`config.mk`:
```
export PLATFORM = sky130hd
export DESIGN_NAME = vfo_frequency_stepper_top
export DESIGN_NICKNAME = d
export VERILOG_FILES = /design/src/hw/rtl/vfs_pkg.sv /design/src/hw/rtl/vfs_cfg.sv /design/src/hw/rtl/vfs_calc.sv /design/src/hw/rtl/vfo_frequency_stepper_top.sv
export VERILOG_INCLUDE_DIRS = /design/src /design/src/hw/rtl
export SDC_FILE = /design/constraint.sdc
export NUM_CORES = 1
export LEC_CHECK = 0
export ABC_AREA = 0
export BUFFER_PORTS_ARGS = -buffer_cell sky130_fd_sc_hd__buf_2
export CAP_MARGIN = 20
export CORE_MARGIN = 4
export CORE_UTILIZATION = 53
export CTS_CLUSTER_SIZE = 14
export DETAILED_ROUTE_END_ITERATION = 12
export HOLD_SLACK_MARGIN = 0.03
export PLACE_DENSITY = 0.76
export SLEW_MARGIN = 5
export SYNTH_ARGS = -nofsm -noshare
export SYNTH_HDL_FRONTEND = slang
export SYNTH_SLANG_ARGS = --single-unit
```
`constraint.sdc`:
```
create_clock -name i_clk -period 9.88 [get_ports i_clk]
set_input_delay 1.482 -clock i_clk [delete_from_list [all_inputs] [get_ports i_clk]]
set_output_delay 1.482 -clock i_clk [all_outputs]
set_load 0.05 [all_outputs]
```
`src/hw/rtl/vfo_frequency_stepper_top_defines.svh`:
```
// ----------------------------------------------------------------------------
// VFO frequency stepper assertion macros
// Shared property macros for the checks at the end of the top level.
// ----------------------------------------------------------------------------
`ifndef VFO_FREQUENCY_STEPPER_TOP_DEFINES_SVH
`define VFO_FREQUENCY_STEPPER_TOP_DEFINES_SVH

// Same-cycle implication, disabled while reset is asserted.
`define VFS_ASSERT_NOW(label, clk, rst_n, ante, cons) \
    label: assert property (@(posedge clk) disable iff (!rst_n) (ante) |-> (cons)) \
        else $error("vfo_frequency_stepper: same-cycle check failed");

// Next-cycle implication, disabled while reset is asserted.
`define VFS_ASSERT_NEXT(label, clk, rst_n, ante, cons) \
    label: assert property (@(posedge clk) disable iff (!rst_n) (ante) |=> (cons)) \
        else $error("vfo_frequency_stepper: next-cycle check failed");

`endif

```
`src/hw/rtl/vfs_pkg.sv`:
```
// ----------------------------------------------------------------------------
// VFO frequency stepper package
// Widths, band limits, action and register codes, and the config struct.
// ----------------------------------------------------------------------------
`default_nettype none

package vfs_pkg;

    localparam int FREQ_W = 27;
    localparam int STEP_W = 24;
    localparam int SUM_W  = FREQ_W + 1;

    typedef logic [FREQ_W-1:0] t_freq;
    typedef logic [STEP_W-1:0] t_step;

    // Frequencies in units of 10 Hz.
    localparam t_freq LOW_LIMIT   = 27'd1000000;
    localparam t_freq HIGH_LIMIT  = 27'd130000000;
    localparam t_freq BAND_A_LO   = 27'd10800000;
    localparam t_freq BAND_A_HI   = 27'd13600000;
    localparam t_freq BAND_B_LO   = 27'd14400000;
    localparam t_freq BAND_B_HI   = 27'd14600000;
    localparam t_freq BAND_C_LO   = 27'd43000000;
    localparam t_freq BAND_C_HI   = 27'd44000000;
    localparam t_freq DIAL0_RESET = 27'd43002500;
    localparam t_freq DIAL1_RESET = 27'd43502500;

    localparam t_step STEP_RESET  = 24'd1250;

    // Action codes; code three is unused and leaves the dial alone.
    localparam logic [1:0] ACT_STEP_UP   = 2'd0;
    localparam logic [1:0] ACT_STEP_DOWN = 2'd1;
    localparam logic [1:0] ACT_SET       = 2'd2;

    // Register indexes (byte address is four times the index).
    localparam logic [1:0] REG_STEP_SIZE = 2'd0;
    localparam logic [1:0] REG_BAND_LOCK = 2'd1;
    localparam logic [1:0] REG_REVERSE   = 2'd2;

    typedef struct packed {
        t_step step_size;
        logic  band_lock;
        logic  reverse_mode;
    } t_cfg;

endpackage

`default_nettype wire

```
`src/hw/rtl/vfs_cfg.sv`:
```
// ----------------------------------------------------------------------------
// VFO frequency stepper configuration registers
// APB-style register file holding step size, band lock and reverse mode.
// ----------------------------------------------------------------------------
`default_nettype none

module vfs_cfg
    import vfs_pkg::*;
(
    input  wire logic        i_clk,
    input  wire logic        i_rst_n,
    input  wire logic        psel,
    input  wire logic        penable,
    input  wire logic        pwrite,
    input  wire logic [3:0]  paddr,
    input  wire logic [31:0] pwdata,
    output logic      [31:0] prdata,
    output logic             pready,
    output t_cfg             o_cfg
);

    t_step r_step_size;
    logic  r_band_lock;
    logic  r_reverse_mode;
    logic  w_write;
    logic [1:0] w_index;

    assign pready  = 1'b1;
    assign w_write = psel & penable & pwrite;
    assign w_index = paddr[3:2];

    always_ff @(posedge i_clk) begin
        if (!i_rst_n) begin
            r_step_size    <= STEP_RESET;
            r_band_lock    <= 1'b0;
            r_reverse_mode <= 1'b0;
        end else if (w_write) begin
            case (w_index)
                REG_STEP_SIZE: begin
                    r_step_size <= pwdata[STEP_W-1:0];
                end
                REG_BAND_LOCK: begin
                    r_band_lock <= pwdata[0];
                end
                REG_REVERSE: begin
                    r_reverse_mode <= pwdata[0];
                end
                default: begin
                end
            endcase
        end
    end

    always_comb begin
        case (w_index)
            REG_STEP_SIZE: prdata = {{(32-STEP_W){1'b0}}, r_step_size};
            REG_BAND_LOCK: prdata = {31'd0, r_band_lock};
            REG_REVERSE:   prdata = {31'd0, r_reverse_mode};
            default:       prdata = 32'd0;
        endcase
    end

    assign o_cfg = '{step_size: r_step_size, band_lock: r_band_lock,
                     reverse_mode: r_reverse_mode};

endmodule

`default_nettype wire

```
`src/hw/rtl/vfs_calc.sv`:
```
// ----------------------------------------------------------------------------
// VFO frequency stepper next-state logic
// Computes the new receive and transmit frequencies of one dial.
// ----------------------------------------------------------------------------
`default_nettype none

module vfs_calc
    import vfs_pkg::*;
(
    input  wire t_cfg        i_cfg,
    input  wire logic [1:0]  i_action,
    input  wire t_freq       i_entry_freq,
    input  wire t_freq       i_rx_cur,
    input  wire t_freq       i_tx_cur,
    output t_freq            o_rx_next,
    output t_freq            o_tx_next,
    output logic             o_accepted
);

    t_freq             w_base;
    logic [SUM_W-1:0]  w_sum;
    logic [SUM_W-1:0]  w_up_val;
    t_freq             w_step27;
    t_freq             w_diff;
    t_freq             w_up_freq;
    t_freq             w_down_freq;
    logic              w_set_ok;

    // Reverse mode steps the transmit side, otherwise both sides from the receive side.
    assign w_base   = i_cfg.reverse_mode ? i_tx_cur : i_rx_cur;
    assign w_sum    = {1'b0, w_base} + {{(SUM_W-STEP_W){1'b0}}, i_cfg.step_size};
    assign w_step27 = {{(FREQ_W-STEP_W){1'b0}}, i_cfg.step_size};
    assign w_diff   = (w_base > w_step27) ? (w_base - w_step27) : '0;

    always_comb begin
        if (i_cfg.band_lock) begin
            if (w_sum > {1'b0, BAND_A_HI} && w_sum < {1'b0, BAND_B_LO}) begin
                w_up_val = {1'b0, BAND_B_LO};
            end else if (w_sum > {1'b0, BAND_B_HI} && w_sum < {1'b0, BAND_C_LO}) begin
                w_up_val = {1'b0, BAND_C_LO};
            end else if (w_sum > {1'b0, BAND_C_HI}) begin
                w_up_val = {1'b0, BAND_A_LO};
            end else begin
                w_up_val = w_sum;
            end
        end else if (w_sum > {1'b0, HIGH_LIMIT}) begin
            w_up_val = {1'b0, HIGH_LIMIT};
        end else begin
            w_up_val = w_sum;
        end
    end

    assign w_up_freq = w_up_val[FREQ_W-1:0];

    always_comb begin
        if (i_cfg.band_lock) begin
            if (w_diff < BAND_A_LO) begin
                w_down_freq = BAND_C_HI;
            end else if (w_diff > BAND_A_HI && w_diff < BAND_B_LO) begin
                w_down_freq = BAND_A_HI;
            end else if (w_diff > BAND_B_HI && w_diff < BAND_C_LO) begin
                w_down_freq = BAND_B_HI;
            end else begin
                w_down_freq = w_diff;
            end
        end else if (w_diff < LOW_LIMIT) begin
            w_down_freq = LOW_LIMIT;
        end else begin
            w_down_freq = w_diff;
        end
    end

    always_comb begin
        if (i_cfg.band_lock) begin
            w_set_ok = (i_entry_freq >= BAND_A_LO && i_entry_freq <= BAND_A_HI) ||
                       (i_entry_freq >= BAND_B_LO && i_entry_freq <= BAND_B_HI) ||
                       (i_entry_freq >= BAND_C_LO && i_entry_freq <= BAND_C_HI);
        end else begin
            w_set_ok = (i_entry_freq >= LOW_LIMIT) && (i_entry_freq <= HIGH_LIMIT);
        end
    end

    always_comb begin
        o_rx_next  = i_rx_cur;
        o_tx_next  = i_tx_cur;
        o_accepted = 1'b0;
        case (i_action)
            ACT_STEP_UP: begin
                o_tx_next  = w_up_freq;
                o_accepted = 1'b1;
                if (!i_cfg.reverse_mode) begin
                    o_rx_next = w_up_freq;
                end
            end
            ACT_STEP_DOWN: begin
                o_tx_next  = w_down_freq;
                o_accepted = 1'b1;
                if (!i_cfg.reverse_mode) begin
                    o_rx_next = w_down_freq;
                end
            end
            ACT_SET: begin
                if (w_set_ok) begin
                    o_tx_next  = i_entry_freq;
                    o_accepted = 1'b1;
                    if (!i_cfg.reverse_mode) begin
                        o_rx_next = i_entry_freq;
                    end
                end
            end
            default: begin
            end
        endcase
    end

endmodule

`default_nettype wire

```
`src/hw/rtl/vfo_frequency_stepper_top.sv`:
```
// ----------------------------------------------------------------------------
// VFO frequency stepper
// Two-dial receive/transmit frequency keeper with stepping and direct entry.
// ----------------------------------------------------------------------------
// The block takes one transaction per clock cycle on the input channel while
// its input does not stall, and returns exactly one result transaction for
// each. An accepted item waits in the input register; the clock edge at which
// the result register is free computes the new frequencies, writes them back
// to the dial store and loads the result register. While the output does not
// stall, the sustained rate is one item per cycle, set by the single add, clamp and
// compare stage between those two registers. The dial store is updated at
// the same edge that loads the result, so an item may follow an item on the
// same dial in the very next cycle. The input stalls only when the input
// register holds an item and the result register holds a transaction that
// is not taken in this cycle, so the block holds at most two transactions.
// Frequencies are in units of 10 Hz; after
// reset dial 0 holds 43002500 and dial 1 holds 43502500 on both sides. The
// registers sit at byte addresses 0 (step size, 24 bits, reset 1250),
// 4 (band lock) and 8 (reverse mode); the user must see that they are
// written only while the block is idle, as the block does not enforce it.
`default_nettype none

`include "vfo_frequency_stepper_top_defines.svh"

module vfo_frequency_stepper_top
    import vfs_pkg::*;
(
    input  wire logic        i_clk,
    input  wire logic        i_rst_n,
    // Configuration port
    input  wire logic        psel,
    input  wire logic        penable,
    input  wire logic        pwrite,
    input  wire logic [3:0]  paddr,
    input  wire logic [31:0] pwdata,
    output logic      [31:0] prdata,
    output logic             pready,
    // Input channel
    input  wire logic        i_in_valid,
    output logic             o_in_stall,
    input  wire logic [1:0]  i_action,
    input  wire logic        i_dial,
    input  wire logic [26:0] i_entry_freq,
    // Output channel
    output logic             o_out_valid,
    input  wire logic        i_out_stall,
    output logic      [26:0] o_rx_freq,
    output logic      [26:0] o_tx_freq,
    output logic      [26:0] o_shown_freq,
    output logic             o_accepted
);

    t_cfg       w_cfg;

    // Input register: holds one accepted transaction until it is computed.
    logic       r_in_valid;
    logic [1:0] r_in_action;
    logic       r_in_dial;
    t_freq      r_in_entry;

    // Dial store: one receive and one transmit frequency per dial.
    t_freq      r_rx_store [2];
    t_freq      r_tx_store [2];

    // Result register.
    logic       r_out_valid;
    t_freq      r_out_rx;
    t_freq      r_out_tx;
    t_freq      r_out_shown;
    logic       r_out_accepted;

    logic       w_out_free;
    logic       w_fire;
    logic       w_in_take;
    t_freq      n_rx;
    t_freq      n_tx;
    logic       n_accepted;

    vfs_cfg u_cfg (
        .i_clk   (i_clk),
        .i_rst_n (i_rst_n),
        .psel    (psel),
        .penable (penable),
        .pwrite  (pwrite),
        .paddr   (paddr),
        .pwdata  (pwdata),
        .prdata  (prdata),
        .pready  (pready),
        .o_cfg   (w_cfg)
    );

    // The held item moves on when the result register is empty or its
    // current transaction leaves in this cycle.
    assign w_out_free = !r_out_valid || !i_out_stall;
    assign w_fire     = r_in_valid && w_out_free;
    assign o_in_stall = r_in_valid && !w_out_free;
    assign w_in_take  = i_in_valid && !o_in_stall;

    always_ff @(posedge i_clk) begin
        if (!i_rst_n) begin
            r_in_valid <= 1'b0;
        end else if (w_in_take) begin
            r_in_valid <= 1'b1;
        end else if (w_fire) begin
            r_in_valid <= 1'b0;
        end
    end

    always_ff @(posedge i_clk) begin
        if (w_in_take) begin
            r_in_action <= i_action;
            r_in_dial   <= i_dial;
            r_in_entry  <= i_entry_freq;
        end
    end

    vfs_calc u_calc (
        .i_cfg        (w_cfg),
        .i_action     (r_in_action),
        .i_entry_freq (r_in_entry),
        .i_rx_cur     (r_rx_store[r_in_dial]),
        .i_tx_cur     (r_tx_store[r_in_dial]),
        .o_rx_next    (n_rx),
        .o_tx_next    (n_tx),
        .o_accepted   (n_accepted)
    );

    always_ff @(posedge i_clk) begin
        if (!i_rst_n) begin
            r_rx_store[0] <= DIAL0_RESET;
            r_rx_store[1] <= DIAL1_RESET;
            r_tx_store[0] <= DIAL0_RESET;
            r_tx_store[1] <= DIAL1_RESET;
        end else if (w_fire) begin
            r_rx_store[r_in_dial] <= n_rx;
            r_tx_store[r_in_dial] <= n_tx;
        end
    end

    always_ff @(posedge i_clk) begin
        if (!i_rst_n) begin
            r_out_valid <= 1'b0;
        end else if (w_fire) begin
            r_out_valid <= 1'b1;
        end else if (!i_out_stall) begin
            r_out_valid <= 1'b0;
        end
    end

    // The shown frequency follows the side that steps act on.
    always_ff @(posedge i_clk) begin
        if (w_fire) begin
            r_out_rx       <= n_rx;
            r_out_tx       <= n_tx;
            r_out_shown    <= w_cfg.reverse_mode ? n_tx : n_rx;
            r_out_accepted <= n_accepted;
        end
    end

    assign o_out_valid  = r_out_valid;
    assign o_rx_freq    = r_out_rx;
    assign o_tx_freq    = r_out_tx;
    assign o_shown_freq = r_out_shown;
    assign o_accepted   = r_out_accepted;

    // Stored frequencies never leave the tunable range: sets are range
    // checked, and steps clamp, snap or wrap.
    `VFS_ASSERT_NOW(a_store_in_range, i_clk, i_rst_n, 1'b1, (r_rx_store[0] <= HIGH_LIMIT) && (r_rx_store[1] <= HIGH_LIMIT) && (r_tx_store[0] <= HIGH_LIMIT) && (r_tx_store[1] <= HIGH_LIMIT))

    // Outside reverse mode a step leaves receive and transmit equal.
    `VFS_ASSERT_NEXT(a_step_copies_tx, i_clk, i_rst_n, w_fire && !w_cfg.reverse_mode && (r_in_action == ACT_STEP_UP || r_in_action == ACT_STEP_DOWN), (o_rx_freq == o_tx_freq) && o_accepted)

    // Every computed item shows up in the result register.
    `VFS_ASSERT_NEXT(a_fire_gives_result, i_clk, i_rst_n, w_fire, o_out_valid)

endmodule

`default_nettype wire

```
==> results of run 1 <==
[where the power goes]
group	switching [mW]	internal (mW)	leakage, nW	total [mW]
clock network	0.432	0.563	0.417	0.995
logic	0.634	0.261	4.92	0.895
registers	0.0354	1.21	2.28	1.25
total	1.10	2.04	7.62	3.14
[final cells by class]
type,instances,share of cell area (%)
flip-flops and latches,249,35.9
well taps,448,2.80
multi-input cells,1567,49.6
repair buffers,205,5.61
clock inverters,21,1.00
clock buffers,27,3.27
inverters,97,1.82
[kinds of logic after synthesis]
group,synth area share [%]
and+or+nand+nor,21.0
AOI/OAI and AO/OA,23.2
DFF,40.0
buffers and inverters,5.04
muxes,5.45
adders and majority gates,3.57
xor gates and xnor gates,1.71
other,0.0418
[cells in the mapped netlist, drive strengths merged (20+ instances only)]
library cell / count
o31ai: 30
buf: 36
nand2b: 20
nand4: 22
nor2: 191
and3: 22
mux2i: 64
dfxtp: 29
ha: 48
nor2b: 28
and2: 39
a21o: 26
o21ai: 125
a21boi: 35
nor4: 29
nand2: 222
mux2: 24
edfxtp: 220
xnor2: 29
clkbuf: 96
a21oi: 134
inv: 96
a31oi: 30
o211ai: 31
nand3: 57
nor3: 67
[flip-flops by register name (all words and copies together) (netlist names), named ones only]
name / count
u_cfg.r_step_size: 24
r_in_dial: 1
o_tx_freq: 27
r_in_entry: 27
r_in_action: 2
r_in_valid: 1
u_cfg.r_reverse_mode: 1
r_tx_store: 54
o_shown_freq: 27
o_accepted: 1
o_out_valid: 1
o_rx_freq: 27
r_rx_store: 54
u_cfg.r_band_lock: 1
[path summary, 6_finish.rpt]
kind / startpoint / endpoint / slack, ns
hold reg to reg: u_cfg.r_step_size[2] / u_cfg.r_step_size[2] / 0.49
setup / recovery: u_cfg.r_reverse_mode / o_shown_freq[10] / 1.73
setup reg to reg: u_cfg.r_reverse_mode / o_shown_freq[10] / 1.73
hold / removal: u_cfg.r_step_size[2] / u_cfg.r_step_size[2] / 0.49
[critical path, stage by stage (launching register included)]
cell,delay (ns)
sky130_fd_sc_hd__dfxtp_2,0.33
sky130_fd_sc_hd__buf_4,0.56
sky130_fd_sc_hd__buf_4,0.43
sky130_fd_sc_hd__nor2_1,0.09
sky130_fd_sc_hd__a21oi_1,0.65
sky130_fd_sc_hd__ha_1,0.63
sky130_fd_sc_hd__a21oi_1,0.34
sky130_fd_sc_hd__o21ai_0,0.30
sky130_fd_sc_hd__a21o_1,0.27
sky130_fd_sc_hd__o31ai_1,0.70
sky130_fd_sc_hd__a21oi_1,0.17
sky130_fd_sc_hd__or4bb_1,0.65
sky130_fd_sc_hd__or2_2,0.36
sky130_fd_sc_hd__or3_1,0.41
sky130_fd_sc_hd__o31ai_1,0.57
sky130_fd_sc_hd__nor2_1,0.18
sky130_fd_sc_hd__a221oi_2,0.60
sky130_fd_sc_hd__a21o_1,0.21
sky130_fd_sc_hd__a22o_1,0.24
sky130_fd_sc_hd__a21oi_1,0.10
[per-layer routing]
metal  vias to the layer above  GRT usage (%)  share of wire, %
met3                       163           7.02                11
li1                       7840              -                 -
met4                         2           12.3               4.2
met1                      8513           50.6                41
met2                      1110           53.8                44
met5                         -              0             0.019
==> impl_metrics.sql, run 1 <==
INSERT INTO impl_metrics (metric_group, metric, value, unit) VALUES
('route', 'routed_wire_length_per_instance', '25.6', 'um'),
('sta', 'rsz0062_at_grt', 'false', ''),
('yosys', 'yosys_register_bits', '249', ''),
('finish', 'area_delta_synth_final', '11.5', '%'),
('finish', 'finalCoreUtilization', '59.8', '%'),
('sta', 'crit_share_post_route', '82.5', '%'),
('floorplan', 'rows', '67', ''),
('placement', 'post_dp_cell_area', '0.0192', 'mm2'),
('global_routing', 'grt_util_all_layers', '35.4', '%'),
('cts', 'post-cts-setup-buffer-count', '0', ''),
('yosys', 'synthFlopType', 'sky130_fd_sc_hd__edfxtp_1', ''),
('power', 'power.density', '157', 'mW/mm2'),
('placement', 'place_ws', '2.15', 'ns'),
('critical_path', 'worst-endpoint-arrival', '8.41', 'ns'),
('finish', 'seqCellArea', '0.00719', 'mm2'),
('floorplan', 'starting_density_of_the_core', '53.7', '%'),
('cts', 'clk-insertion-delay-late', '0.57', 'ns'),
('sta', 'fin_crit', '8.15', 'ns'),
('finish', 'design.final.nets', '2269', ''),
('global_routing', 'grt_antenna_before_repair', '1', ''),
('yosys', 'syn_avg_cell_area', '8.81', 'um2'),
('route', 'vias', '17600', ''),
('yosys', 'yosys.area.top_type', 'sky130_fd_sc_hd__edfxtp_1', ''),
('yosys', 'netlist_instances', '2038', ''),
('cts', 'htree_num_levels', '1', ''),
('critical_path', 'r2r.worst_path.cells', '19', ''),
('power', 'total_power_consumption', '3.14', 'mW'),
('yosys', 'post_synthesis_cell_type_count', '101', ''),
('global_routing', 'first_global_vias', '16400', ''),
('route', 'detailedRoute.firstIterationViolations', '2232', ''),
('cts', 'clock_sinks', '249', ''),
('worst_hold_path', 'min-delay-path-class', 'register to register', ''),
('run_status', 'outcome', 'finished, final reports clean', ''),
('floorplan', 'die_width', '192', 'um'),
('worst_hold_path', 'hold_path_depth', '2', ''),
('yosys', 'synthDominantCellAreaShare', '36.8', '%'),
('placement', 'sum_of_net_half_perimeters_after_detailed_placement', '50000', 'um'),
('route', 'drc_errors', '0', ''),
('route', 'route.antenna.remaining_nets', '0', ''),
('yosys', 'syn_area', '0.0180', 'mm2'),
('critical_path', 'worstSetupEndpointType', 'register', ''),
('cts', 'post_cts.resized_instances', '0', ''),
('route', 'drt-pass1-iter-count', '6', ''),
('sta', 'final.hold.worst_slack', '0.485', 'ns'),
('yosys', 'synth_async_sr_flop_share', '0', '%'),
('sta', 'fin_worst_skew', '0.0283', 'ns'),
('cts', 'clock_slew_at_the_register_clock_pins_of_the_worst_setup_and_hold_paths', '0.06', 'ns'),
('sta', 'timing_hold_violations_final', '0', ''),
('floorplan', 'total_i_o_pin_count', '190', ''),
('finish', 'instances_no_fill', '2614', ''),
('critical_path', 'timing.critical_path.required', '10.14', 'ns'),
('global_routing', 'grt_pass1_wl', '100000', 'um'),
('cts', 'cts-buffers-inserted', '26', ''),
('floorplan', 'die_area', '0.0369', 'mm2'),
('finish', 'drive_above_1_share', '14.9', '%'),
('global_routing', 'grt_overflow_total', '0', ''),
('global_routing', 'grt_max_degree', '63', ''),
('power', 'worst_ir_drop_vdd', '0.167', 'mV'),
('finish', 'diodes', '0', ''),
('sta', 'timing_worst_slew_pin_value', '1.12', 'ns'),
('cts', 'cts_hold_repair.buffers', '0', ''),
('cts', 'tritoncts', 'yes', ''),
('critical_path', 'critPathMaxFanout', '61', ''),
('yosys', 'synth_enable_flop_cells', '220', ''),
('sta', 'fin_tns_setup', '0', 'ns'),
('route', 'routed_wirelength', '66900', 'um'),
('finish', 'multiInputGateArea', '0.00993', 'mm2'),
('placement', 'cells_after_dpl', '2565', ''),
('placement', 'numPortBuffers', '170', ''),
('critical_path', 'startpoint_type', 'register', ''),
('critical_path', 'worst-setup-path-type', 'register to register', '');
Power figures use the tool's default switching activity.
==> inputs of run 2 (changes only) <==
- clock period: 9.88 -> 7.1 ns (I/O delays scaled with it)
==> run 2 against run 1 <==
Worst hold slack better by 0.0047 ns. Flip-flop and latch count did not move. Design area rose by 6.7%. Combinational power grew 54%. Critical endpoint is now r_rx_store[1][11]. Highest routed layer is now met4.
==> impl_metrics.sql, run 2 (synthesized netlist as in run 1, its figures left out) <==
INSERT INTO impl_metrics (metric_group, metric, value, unit) VALUES
('route', 'drt-pass1-iter-count', '7', ''),
('global_routing', 'grt_util_all_layers', '35.5', '%'),
('floorplan', 'starting_density_of_the_core', '53.7', '%'),
('finish', 'area_delta_synth_final', '18.9', '%'),
('route', 'routed_wire_length_per_instance', '24.2', 'um'),
('sta', 'fin_worst_skew', '0.0409', 'ns'),
('critical_path', 'cpMaxStageDelayCell', 'sky130_fd_sc_hd__a311oi_2', ''),
('sta', 'slew_viol_final', '0', ''),
('cts', 'clock_path_buffers', '3', ''),
('finish', 'multiInputGateArea', '0.00992', 'mm2'),
('cts', 'tritoncts', 'yes', ''),
('route', 'routed_via_density', '6.59', ''),
('cts', 'clock_slew_at_the_register_clock_pins_of_the_worst_setup_and_hold_paths', '0.06', 'ns'),
('route', 'routed_wirelength', '67400', 'um'),
('cts', 'htree_num_levels', '1', ''),
('placement', 'sum_of_net_half_perimeters_after_detailed_placement', '51000', 'um'),
('critical_path', 'crit_chain', 'buf_4, mux2_2, nor2_1, a21oi_1, buf_4, ha_1, nor2_1, o21ai_0, a311oi_2, nor3_1, xnor2_1, o2111ai_1, nor4_1, a211oi_1, or4b_2, and3_1, a32oi_1, buf_4, and2_1, and2b_1, o221ai_1', ''),
('power', 'power.density', '209', 'mW/mm2'),
('critical_path', 'timing.critical_path.buf_inv', '3', ''),
('sta', 'crit_share_post_route', '96.3', '%'),
('critical_path', 'r2r.worst_path.cells', '21', ''),
('floorplan', 'core-area', '0.0334', 'mm2'),
('critical_path', 'cp.depth', '21', ''),
('floorplan', 'total_i_o_pin_count', '190', ''),
('placement', 'numPortBuffers', '170', ''),
('sta', 'final.hold.worst_slack', '0.490', 'ns'),
('sta', 'fmax', '146', 'MHz'),
('power', 'power.static_leakage', '8.45', 'nW'),
('worst_hold_path', 'min-delay-path-class', 'register to register', ''),
('sta', 'slew_headroom', '34.4', '%'),
('finish', 'biggestRegsByFlops', 'r_rx_store x54, r_tx_store x54', ''),
('sta', 'fin_crit', '6.84', 'ns'),
('critical_path', 'crit-reg2reg-capture', 'r_rx_store[1][11]', ''),
('floorplan', 'die_area', '0.0369', 'mm2'),
('power', 'worst_ir_drop_vdd', '0.241', 'mV'),
('finish', 'seqCellArea', '0.00719', 'mm2'),
('critical_path', 'worst-endpoint-arrival', '7.11', 'ns'),
('global_routing', 'grt_max_degree', '88', ''),
('finish', 'diodes', '0', ''),
('run', 'cap_viol_max_count', '0', ''),
('global_routing', 'first_global_vias', '17300', ''),
('cts', 'clock_sinks', '249', ''),
('global_routing', 'grt_antenna_before_repair', '0', ''),
('floorplan', 'die_width', '192', 'um'),
('route', 'drc_errors', '0', ''),
('sta', 'rsz0062_at_grt', 'false', ''),
('floorplan', 'rows', '67', ''),
('cts', 'cts_hold_repair.buffers', '0', ''),
('cts', 'cts-buffers-inserted', '26', ''),
('floorplan', 'die_height', '192', 'um'),
('critical_path', 'worst_path_top_cell_family_by_delay', 'simple AND/OR/NAND/NOR gates', ''),
('sta', 'timing_hold_violations_final', '0', ''),
('sta', 'timing_worst_slew_pin_value', '0.984', 'ns'),
('finish', 'design.final.nets', '2446', ''),
('placement', 'globalplace.congestion', '1.03', ''),
('finish', 'num-fill-cells', '2803', ''),
('run_status', 'outcome', 'finished, final reports clean', ''),
('critical_path', 'worstSetupEndpointType', 'register', ''),
('route', 'vias', '18400', ''),
('critical_path', 'startpoint_type', 'register', ''),
('critical_path', 'worst-setup-path-type', 'register to register', ''),
('route', 'detailedRoute.firstIterationViolations', '2677', ''),
('finish', 'drive_above_1_share', '21.3', '%'),
('finish', 'final_cell_mix', 'sky130_fd_sc_hd__nand2_1 (220), sky130_fd_sc_hd__edfxtp_1 (220), sky130_fd_sc_hd__buf_4 (208), sky130_fd_sc_hd__nor2_1 (191), sky130_fd_sc_hd__buf_2 (171)', ''),
('critical_path', 'worst_path_most_repeated_cell', 'sky130_fd_sc_hd__buf_4', ''),
('critical_path', 'critical-path-max-stage-delay', '0.70', 'ns'),
('cts', 'cts_root_buffer', 'sky130_fd_sc_hd__clkbuf_16', ''),
('critical_path', 'rrSetupSlack', '0.26', 'ns'),
('worst_hold_path', 'holdCritStartpoint', 'u_cfg.r_step_size[17]', ''),
('global_routing', 'grt_overflow_total', '0', ''),
('sta', 'fin_tns_setup', '0', 'ns'),
('critical_path', 'timing.critical_path.required', '7.37', 'ns'),
('route', 'route.antenna.remaining_nets', '0', ''),
('worst_hold_path', 'hold_path_depth', '2', ''),
('global_routing', 'grt_pass1_wl', '101000', 'um'),
('critical_path', 'critPathMaxFanout', '11', ''),
('cts', 'clk-insertion-delay-late', '0.57', 'ns'),
('sta', 'setup_violations', '0', ''),
('worst_hold_path', 'holdPathEnd', 'u_cfg.r_step_size[17]', '');
## run 2: changes by cell type in the layout (fill, tap and decap cells not counted), moves of 2 or more
cell                         before  now
sky130_fd_sc_hd__buf_12           1    3
sky130_fd_sc_hd__buf_4           33  208
sky130_fd_sc_hd__clkbuf_1         1    7
sky130_fd_sc_hd__clkinv_1         9    3
sky130_fd_sc_hd__clkinv_4         3    0
sky130_fd_sc_hd__clkinvlp_4       0    3
sky130_fd_sc_hd__inv_6            2    0
## run 2: through the flow
step / total power [mW] / utilization, % / cells / area (um2) / worst slack (ns)
global route: 4.63 / 63.8 / 2789 / 21400 / 0.0293
finish: 4.47 / 63.8 / 2789 / 21400 / 0.260
CTS: 4.44 / 63.8 / 2789 / 21300 / 0.412
floorplan: 2.60 / - / 2045 / 18000 / 0.225
detailed placement: 3.10 / 61.3 / 2743 / 20500 / 0.415
global placement: 3.08 / 61.3 / 2742 / 20500 / 0.395
## run 2: timing repair
item / in CTS / in global routing
gates resized for setup: 0 / 1
endpoints found under the setup margin: 0 / 3
endpoints found under the hold margin: 0 / 0
buffers inserted: 0 / 0
## run 2: final cells by class
| cell class | count | area share (%) |
|---|---|---|
| multi-input combinational | 1567 | 46.5 |
| sequential | 249 | 33.7 |
| clock inverter | 13 | 0.733 |
| clock buffer | 33 | 3.17 |
| timing repair buffer | 382 | 11.6 |
| inverter | 97 | 1.71 |
| tap | 448 | 2.63 |
## run 2: worst min-delay path, cell delays in order, from the launching register on
cell	delay, ns
sky130_fd_sc_hd__dfxtp_1	0.32
sky130_fd_sc_hd__nand2_1	0.05
sky130_fd_sc_hd__a21boi_0	0.06
## run 2: layer usage
| layer | GRT usage (%) | vias up | part of all wire (%) | routed length [um] |
|---|---|---|---|---|
| met5 | 0 | - | 0 | 0 |
| met4 | 16.0 | 0 | 5.4 | 3630 |
| li1 | - | 8191 | - | - |
| met3 | 7.94 | 203 | 12 | 7850 |
| met1 | 49.0 | 8730 | 40 | 26900 |
| met2 | 53.5 | 1247 | 43 | 29000 |
## run 2: worst max path at each step
stage | from | to
2_1_floorplan | register | r_rx_store[1][11]
3_3_place_gp | register | r_rx_store[1][11]
3_5_place_dp | register | r_rx_store[1][11]
4_1_cts | register | r_tx_store[1][16]
5_1_grt | register | r_tx_store[1][16]
6_report | register | r_rx_store[1][11]
## run 2: report_power, final
| part | switching, mW | internal [mW] | total, mW | leakage (nW) |
|---|---|---|---|---|
| registers | 0.0502 | 1.69 | 1.74 | 2.28 |
| clock network | 0.570 | 0.782 | 1.35 | 0.393 |
| logic | 0.905 | 0.474 | 1.38 | 5.77 |
